`config.mk`:
```
export PLATFORM = sky130hd
export DESIGN_NAME = dbhs_cfg_flat
export DESIGN_NICKNAME = d
export VERILOG_FILES = /design/src/design/dem_bilinear_height_sampler_core_defines.svh /design/src/design/dbhs_pkg.sv /design/src/design/dbhs_if.sv /design/src/design/dbhs_cfg.sv /design/src/flat_wrapper.sv
export SDC_FILE = /design/constraint.sdc
export NUM_CORES = 1
export LEC_CHECK = 0
export ABC_AREA = 1
export BUFFER_PORTS_ARGS = -buffer_cell sky130_fd_sc_hd__buf_2
export CAP_MARGIN = 10
export CORE_MARGIN = 2
export CORE_UTILIZATION = 44
export DETAILED_ROUTE_END_ITERATION = 8
export PLACE_DENSITY = 0.71
export SLEW_MARGIN = 15
export SYNTH_ARGS = -nofsm -noshare
export SYNTH_HDL_FRONTEND = slang
export SYNTH_SLANG_ARGS = --single-unit
```
`constraint.sdc`:
```
create_clock -name clk -period 1.6 [get_ports clk]
set_clock_uncertainty 0.2 [all_clocks]
set_input_delay 0 -clock clk [delete_from_list [all_inputs] [get_ports clk]]
set_output_delay 0 -clock clk [all_outputs]
set_load 0.1 [all_outputs]
```
`src/design/dem_bilinear_height_sampler_core_defines.svh`:
```
// assertion macros shared by the sampler rtl
// depends on: a clk and rst_n signal in the module that uses them
`ifndef DEM_BILINEAR_HEIGHT_SAMPLER_CORE_DEFINES_SVH
`define DEM_BILINEAR_HEIGHT_SAMPLER_CORE_DEFINES_SVH

// same-cycle implication, disabled during reset
`define DBHS_ASSERT_IMPLIES(label, ante, cons, msg) \
  label: assert property (@(posedge clk) disable iff (!rst_n) (ante) |-> (cons)) \
    else $error(msg);

// next-cycle implication, disabled during reset
`define DBHS_ASSERT_NEXT(label, ante, cons, msg) \
  label: assert property (@(posedge clk) disable iff (!rst_n) (ante) |=> (cons)) \
    else $error(msg);

`endif

```
`src/design/dbhs_pkg.sv`:
```
// shared types, codes and constants of the height sampler
// depends on: nothing
package dbhs_pkg;

  localparam int DIM_W     = 13;
  localparam int CFG_IDX_W = 4;
  localparam int CFG_DAT_W = 48;

  localparam logic CMD_WRITE = 1'b0;
  localparam logic CMD_QUERY = 1'b1;

  localparam logic [1:0] ST_OK       = 2'd0;
  localparam logic [1:0] ST_OUTSIDE  = 2'd1;
  localparam logic [1:0] ST_MISSING  = 2'd2;
  localparam logic [1:0] ST_WR_RANGE = 2'd3;

  localparam logic [2:0] PT_BYTE   = 3'd0;
  localparam logic [2:0] PT_INT16  = 3'd1;
  localparam logic [2:0] PT_UINT16 = 3'd2;
  localparam logic [2:0] PT_INT32  = 3'd3;
  localparam logic [2:0] PT_UINT32 = 3'd4;

  localparam logic [CFG_IDX_W-1:0] CFG_PIXEL_TYPE = 4'd0;
  localparam logic [CFG_IDX_W-1:0] CFG_WIDTH      = 4'd1;
  localparam logic [CFG_IDX_W-1:0] CFG_HEIGHT     = 4'd2;
  localparam logic [CFG_IDX_W-1:0] CFG_ORIGIN_X   = 4'd3;
  localparam logic [CFG_IDX_W-1:0] CFG_ORIGIN_Y   = 4'd4;
  localparam logic [CFG_IDX_W-1:0] CFG_X_SCALE    = 4'd5;
  localparam logic [CFG_IDX_W-1:0] CFG_Y_SCALE    = 4'd6;
  localparam logic [CFG_IDX_W-1:0] CFG_NODATA     = 4'd7;

  // height returned for anything but a good query
  localparam logic signed [48:0] ML_ZERO = 49'sd0;

  typedef struct packed {
    logic [2:0]         pixel_type;
    logic [8:0]         raster_width;
    logic [8:0]         raster_height;
    logic signed [47:0] origin_x;
    logic signed [47:0] origin_y;
    logic signed [31:0] x_scale;
    logic signed [31:0] y_scale;
    logic signed [32:0] nodata_value;
  } cfg_t;

  // partial products of the pixel coordinate plus write fields
  typedef struct packed {
    logic        command;
    logic        wr_bad;
    logic [7:0]  row;
    logic [7:0]  col;
    logic [31:0] wdata;
    logic [48:0] xh;
    logic [63:0] xl;
    logic        xzero;
    logic        xneg;
    logic [48:0] yh;
    logic [63:0] yl;
    logic        yzero;
    logic        yneg;
  } prod_t;

  // decoded neighbours going into the blend
  typedef struct packed {
    logic               command;
    logic [1:0]         status;
    logic signed [32:0] v0;
    logic signed [32:0] v1;
    logic signed [32:0] v2;
    logic signed [32:0] v3;
    logic [15:0]        fx;
    logic [15:0]        fy;
  } pix_t;

endpackage

```
`src/design/dbhs_if.sv`:
```


interface dbhs_cfg_if;
  logic        valid;
  logic        ready;
  logic [3:0]  index;
  logic [47:0] data;
  modport source(output valid, index, data, input ready);
  modport sink(input valid, index, data, output ready);
endinterface

```
`src/design/dbhs_cfg.sv`:
```
// configuration register file of the height sampler
// depends on: dbhs_pkg, dbhs_if
module dbhs_cfg (
  input  logic            clk,
  input  logic            rst_n,
  dbhs_cfg_if.sink        cfg_wr,
  output dbhs_pkg::cfg_t  cfg
);

  dbhs_pkg::cfg_t cfg_r, cfg_nxt;

  assign cfg_wr.ready = 1'b1;
  assign cfg = cfg_r;

  // register write decode
  always_comb begin
    cfg_nxt = cfg_r;
    if (cfg_wr.valid) begin
      case (cfg_wr.index)
        dbhs_pkg::CFG_PIXEL_TYPE: cfg_nxt.pixel_type    = cfg_wr.data[2:0];
        dbhs_pkg::CFG_WIDTH:      cfg_nxt.raster_width  = cfg_wr.data[8:0];
        dbhs_pkg::CFG_HEIGHT:     cfg_nxt.raster_height = cfg_wr.data[8:0];
        dbhs_pkg::CFG_ORIGIN_X:   cfg_nxt.origin_x      = cfg_wr.data[47:0];
        dbhs_pkg::CFG_ORIGIN_Y:   cfg_nxt.origin_y      = cfg_wr.data[47:0];
        dbhs_pkg::CFG_X_SCALE:    cfg_nxt.x_scale       = cfg_wr.data[31:0];
        dbhs_pkg::CFG_Y_SCALE:    cfg_nxt.y_scale       = cfg_wr.data[31:0];
        dbhs_pkg::CFG_NODATA:     cfg_nxt.nodata_value  = cfg_wr.data[32:0];
        default: ;
      endcase
    end
  end

  always_ff @(posedge clk) begin
    if (!rst_n) begin
      cfg_r.pixel_type    <= dbhs_pkg::PT_BYTE;
      cfg_r.raster_width  <= 9'd256;
      cfg_r.raster_height <= 9'd256;
      cfg_r.origin_x      <= '0;
      cfg_r.origin_y      <= '0;
      cfg_r.x_scale       <= 32'sd65536;
      cfg_r.y_scale       <= 32'sd65536;
      cfg_r.nodata_value  <= '0;
    end else begin
      cfg_r <= cfg_nxt;
    end
  end

endmodule

```
`src/flat_wrapper.sv`:
```
// flat-port wrapper written by rule: the top's interface ports become plain ports
module dbhs_cfg_flat 
  (clk, rst_n, cfg, cfg_wr_valid, cfg_wr_index, cfg_wr_data, cfg_wr_ready);
  dbhs_cfg_if cfg_wr_i ();
  input  logic clk;
  input  logic rst_n;
  output dbhs_pkg::cfg_t cfg;
  input wire logic [$bits(cfg_wr_i.valid)-1:0] cfg_wr_valid;
  input wire logic [$bits(cfg_wr_i.index)-1:0] cfg_wr_index;
  input wire logic [$bits(cfg_wr_i.data)-1:0] cfg_wr_data;
  output wire logic [$bits(cfg_wr_i.ready)-1:0] cfg_wr_ready;
  assign cfg_wr_i.valid = cfg_wr_valid;
  assign cfg_wr_i.index = cfg_wr_index;
  assign cfg_wr_i.data = cfg_wr_data;
  assign cfg_wr_ready = cfg_wr_i.ready;
  dbhs_cfg u_core (.clk(clk), .rst_n(rst_n), .cfg_wr(cfg_wr_i), .cfg(cfg));
endmodule
```
==> results.toml, run 1 <==
[status]
status = "finished with violations"
violations = "hold timing"

[clocking]
cts_buffers = 23
cts_buffer_depth = 3
clk_pin_slew_ps = 60
clk-insertion-delay-late_ps = 510
cts_tree = "done"
cts_sinks = 214
h-tree-depth = 1
cts-root-buf = "clkbuf_16"

[sta]
fin_ws_ps = 37.81
timing.final.setup_violations = 0
drv_slew = 0
rsz0062_at_grt = "no"
fmax_mhz = 640.1
worst_pin_slew_ps = 818.6
period_share_pct = 97.64
min_period_ps = 1562
relSlewSlack_pct = 45.43
hold_viol_final = 17
fin_hold_ws_ps = -164.7
tns_ps = 0

[critical_path]
critPathArrivalTime_ps = 1770
crit_path_end_kind = "register"
r2r-start = "u_core.cfg[146]"
critPathKind = "input port to register"
crit_fanout = 5
startpoint_type = "input port"
rrSetupSlack_ps = 160
crit_path_start = "cfg_wr_index[1]"
required_ps = 1810

[routing]
drtIter0Drc = 330
wl_per_cell_um = 13.34
detail_route.first_pass.iterations = 4
antenna_left = 0
routed_wl_um = 25380
drc_errors = 0
vias_per_cell = 4.582
vias = 8719

[cells_and_area]
fin_util_pct = 65.86
final_nets = 1709
n_antenna_cell = 0
layout-drive-gt1-share_pct = 20.49
num-fill-cells = 1610
largest_reg_flops = 214
area_delta_synth_final_pct = 47.19

[yosys]
ys_top_cells_by_area = "dfxtp_1, nor2_1, nand2_1, inv_1, buf_2"
synth_common_cells = "nor2_1, nand2_1, dfxtp_1"
netlist_instances = 1258
ys_seq_elements = 214
synth_top_cell_area_share_pct = 51.36
synth_top_flop_cell = "dfxtp_1"
synth_xor_area_share_pct = 0
synthMuxAreaShare_pct = 0
yosysWarnings = 0
synth_compound_area_share_pct = 0.1200
synth.most_common_cell = "nor2_1"
yosys.area_share.simple_pct = 39.96
yosysTopAreaCell = "dfxtp_1"
synth_edf_count = 0
synth_area_mm2 = 0.008342
yosysUniqueCellTypes = 15
syn_avg_cell_area_um2 = 6.631
yosysSeqAreaShare_pct = 51.36
syn-num-nets = 1313
synth_adder_area_share_pct = 0
synth_top_family_by_area = "simple AND/OR/NAND/NOR gates"
synthArstFlopShare_pct = 0

[global_route]
track_usage_pct = 24.47
grt_pass1_wl_um = 40180
grt-ovfl-total = 0
grt_pass1_vias = 8271
grt_start_max_net_pins = 61
antenna_found_initial = 0

[min_path]
min_path_type = "input port to register"
hp-start = "rst_n"

[floorplanning]
initial_core_util_pct = 44.74
dieArea_mm2 = 0.02008
rows = 50
io_pins = 270
die_y_um = 141.7
core_mm2 = 0.01864
die_x_um = 141.7

[pwr]
p_int_w = 0.009145
power_switching_w = 0.003601
swShare_pct = 28.25
p_clk_share_pct = 42.0
p_per_area_mw_per_mm2 = 1038
seqPwrFrac_pct = 43.2
leakage_nw = 6.500
peakVddDrop_mv = 0.7176
p_comb_share_pct = 14.8

[place]
io_buffers = 268
dp_hpwl_um = 15460
globalplace.congestion = 0.8330
place_ws_ps = 153.7

[flow_run]
drv_cap = 0
path summary, 6_finish.rpt:
| kind | end | cells after the start |
|---|---|---|
| worst min-delay path | u_core.cfg[49] | 4 |
| worst min register to register | u_core.cfg[204] | 2 |
| worst max register to register | u_core.cfg[146] | 5 |
| worst max-delay path | u_core.cfg[211] | 7 |
cells in the final DEF (no fill, tap or decap), types with 4 or more instances in the layout:
cell type | netlist | final
nor2_1 | 427 | 424
nand2_1 | 414 | 414
buf_2 | 31 | 267
dfxtp_1 | 214 | 214
dlygate4sd3_1 | 0 | 139
inv_1 | 103 | 102
clkbuf_16 | 0 | 23
nand4_1 | 16 | 16
buf_4 | 8 | 15
buf_12 | 0 | 13
clkbuf_8 | 0 | 9
nand3_1 | 8 | 7
nor2_4 | 0 | 4
clkbuf_1 | 15 | 4
final cells by class:
type	instances	area [µm²]	share of cell area (%)
sequential	214	4284	34.89
multi-input combinational	873	3387	27.59
timing repair buffer	439	3161	25.74
clock buffer	36	714.4	5.819
inverter	103	386.6	3.149
tap	234	292.8	2.385
clock inverter	4	52.55	0.4280
cells by family (layout without fill, tap and decap cells):
group           count (synthesis)  in the layout
compound gates                  2              2
buf+inv                       171            582
other cells                     1              1
flops                         214            214
simple gates                  870            870
repair_timing:
item                                    4_1_cts  5_1_grt
endpoints found under the hold margin       214       25
buffers inserted                              0        3
gates resized for setup                       0        7
endpoints found under the setup margin        0       58
hold buffers                                142        8
layer usage:
metal  vias to the layer above  GRT usage, %  wire length, µm
met4                         0         9.684              972
met2                       282         42.90            11900
met3                        64         5.704             1721
met1                      3899         29.01            10780
li1                       4474             -                -
met5                         -             0                0
power by group through the flow:
stage,registers (W),logic [W],clock network (W)
2_1_floorplan,0.00646,0.000459,0
3_3_place_gp,0.00562,0.00166,0
3_5_place_dp,0.00562,0.00167,0
4_1_cts,0.00550,0.00186,0.00544
5_1_grt,0.00552,0.00201,0.00564
6_report,0.00551,0.00189,0.00535
worst max-delay path, stage by stage:
cell and delay (ps):
buf_2 130, nor2_1 130, dlygate4sd3_1 600, nand3_1 130
nor2_1 140, dlygate4sd3_1 580, nor2_1 60
per-stage QoR:
stage,cells,area [µm²],power [W]
after CTS,1897,12210,0.01281
after global placement,1715,9991,0.007272
final,1903,12280,0.01275
after floorplan,1258,8342,0.006924
after detailed placement,1715,9991,0.007289
after global routing,1903,12280,0.01317
No activity file was read; power rests on OpenSTA's default activity.
==> run 2: changes to the inputs <==
- ABC_AREA: 1 -> default
- CORE_UTILIZATION: 44 -> 50
- PLACE_DENSITY: 0.71 -> 0.8
==> results.toml, run 2 <==
[sta]
hold_viol_final = 2
timing.final.setup_violations = 1
fin_hold_ws_ps = -5.370
fin_ws_ps = -11.65
relSlewSlack_pct = 62.68
worst_pin_slew_ps = 563.7
fmax_mhz = 620.5
period_share_pct = 100.7
min_period_ps = 1612
drv_slew = 0

[global_route]
track_usage_pct = 32.74
antenna_found_initial = 0
grt_start_max_net_pins = 48
grt_pass1_vias = 7895
grt-ovfl-total = 0
grt_pass1_wl_um = 42530

[yosys]
yosysWarnings = 0
ys_top_cells_by_area = "dfxtp_1, mux2i_1, nand2_1, clkbuf_1, buf_4"
yosysSeqAreaShare_pct = 55.15
synth_top_flop_cell = "dfxtp_1"
synth.most_common_cell = "nand2_1"
synth_common_cells = "nand2_1, dfxtp_1, mux2i_1"
yosysUniqueCellTypes = 17
ys_seq_elements = 214
netlist_instances = 759
synth_top_cell_area_share_pct = 55.15
synthArstFlopShare_pct = 0
synth_area_mm2 = 0.007769
syn_avg_cell_area_um2 = 10.24
synth_edf_count = 0
yosysTopAreaCell = "dfxtp_1"
syn-num-nets = 814

[cells_and_area]
fin_area_mm2 = 0.01219
final_nets = 1274
num-fill-cells = 846
layout-drive-gt1-share_pct = 27.53
area_delta_synth_final_pct = 56.97
fin_util_pct = 80.21
final_cell_mix = "buf_2, nand2_1, dfxtp_1"
n_antenna_cell = 0
largest_reg_flops = 214
final_common_cell = "buf_2"

[clocking]
cts_tree = "done"
h-tree-depth = 1
cts-root-buf = "clkbuf_16"
cts_setup_buffers = 0
clk_pin_slew_ps = 60
clk-insertion-delay-late_ps = 490
cts_buffers = 22
cts_buffer_depth = 3
cts_sinks = 214

[place]
globalplace.congestion = 0.8280
dp_hpwl_um = 14010
io_buffers = 268
placed_cell_area_mm2 = 0.009420

[routing]
wl_per_cell_um = 19.48
vias_per_cell = 5.299
drtIter0Drc = 469
detail_route.first_pass.iterations = 5
drc_errors = 0
routed_wl_um = 27720
antenna_left = 0
vias = 7540

[critical_path]
startpoint_type = "input port"
critPathArrivalTime_ps = 1790
crit_path_end_kind = "register"
critPathKind = "input port to register"
crit_fanout = 11
required_ps = 1780

[flow_run]
drv_cap = 0

[floorplanning]
initial_core_util_pct = 51.10
dieArea_mm2 = 0.01655
core_mm2 = 0.01520
io_pins = 270
rows = 45
die_y_um = 128.7
die_x_um = 128.7

[pwr]
leakage_nw = 6.159
p_per_area_mw_per_mm2 = 1002
total_power_w = 0.01221
peakVddDrop_mv = 0.9026

[status]
violations = "hold timing, setup timing"
status = "finished with violations"

[min_path]
min_path_type = "input port to register"
==> run 2: final cells by class <==
type	instances	area (µm²)	share of cell area, %
Clock buffer	30	671.9	5.510
Multi-Input combinational cell	493	3278	26.88
Sequential cell	214	4284	35.13
Tap cell	188	235.2	1.929
Clock inverter	10	107.6	0.8824
Timing Repair Buffer	488	3617	29.66
==> run 2: worst max-delay path: stages <==
cell	delay, ps
buf_2	130
nand3b_1	250
dlygate4sd3_1	650
nor2_4	230
buf_12	190
mux2i_1	330
==> run 2: final timing paths <==
kind | startpoint | endpoint | slack, ps | cells past startpoint
max | cfg_wr_index[3] | u_core.cfg[31] | -10 | 6
min | rst_n | u_core.cfg[95] | -5 | 4
max reg2reg | u_core.cfg[191] | u_core.cfg[191] | 10 | 3
min reg2reg | u_core.cfg[36] | u_core.cfg[36] | 250 | 2
==> run 2: power by group <==
group	total, W	internal [W]	switching [W]	leakage, nW
logic	0.00137	0.000421	0.000944	4.05
registers	0.00544	0.00540	0.0000401	1.73
clock network	0.00541	0.00327	0.00214	0.382
total	0.0122	0.00908	0.00313	6.16
==> run 2: timing repair <==
action / CTS / global route
setup endpoints to repair: 0 / 20
resized for setup: 0 / 4
hold buffers: 187 / 12
hold endpoints to repair: 214 / 29
==> run 2: cell families (layout without fill, tap and decap cells) <==
kind of cell | Yosys count | in the layout | synth area share [%]
and+or+nand+nor | 278 | 278 | 14.00
muxes | 214 | 214 | 27.57
DFF | 214 | 214 | 55.15
buffers and inverters | 52 | 528 | 3.237
other | 1 | 1 | 0.04827
==> run 2: through the flow <==
step	setup WS (ps)	hold slack, ps	TNS (ps)	cells
5_1_grt	-11.84	-3.330	-19.73	1423
3_3_place_gp	181.9	77.42	0	1186
2_1_floorplan	167.7	-38.96	0	759
6_report	-11.65	-5.370	-11.65	1423
3_5_place_dp	96.75	83.23	0	1186
4_1_cts	69.59	-63.67	0	1413
==> run 2: routing by layer <==
layer	up-vias	global-route usage (%)	wire [µm]
li1	3416	-	-
met4	0	15.86	1285
met1	3614	36.34	10350
met5	-	0	0
met3	108	7.775	2119
met2	402	58.85	13960
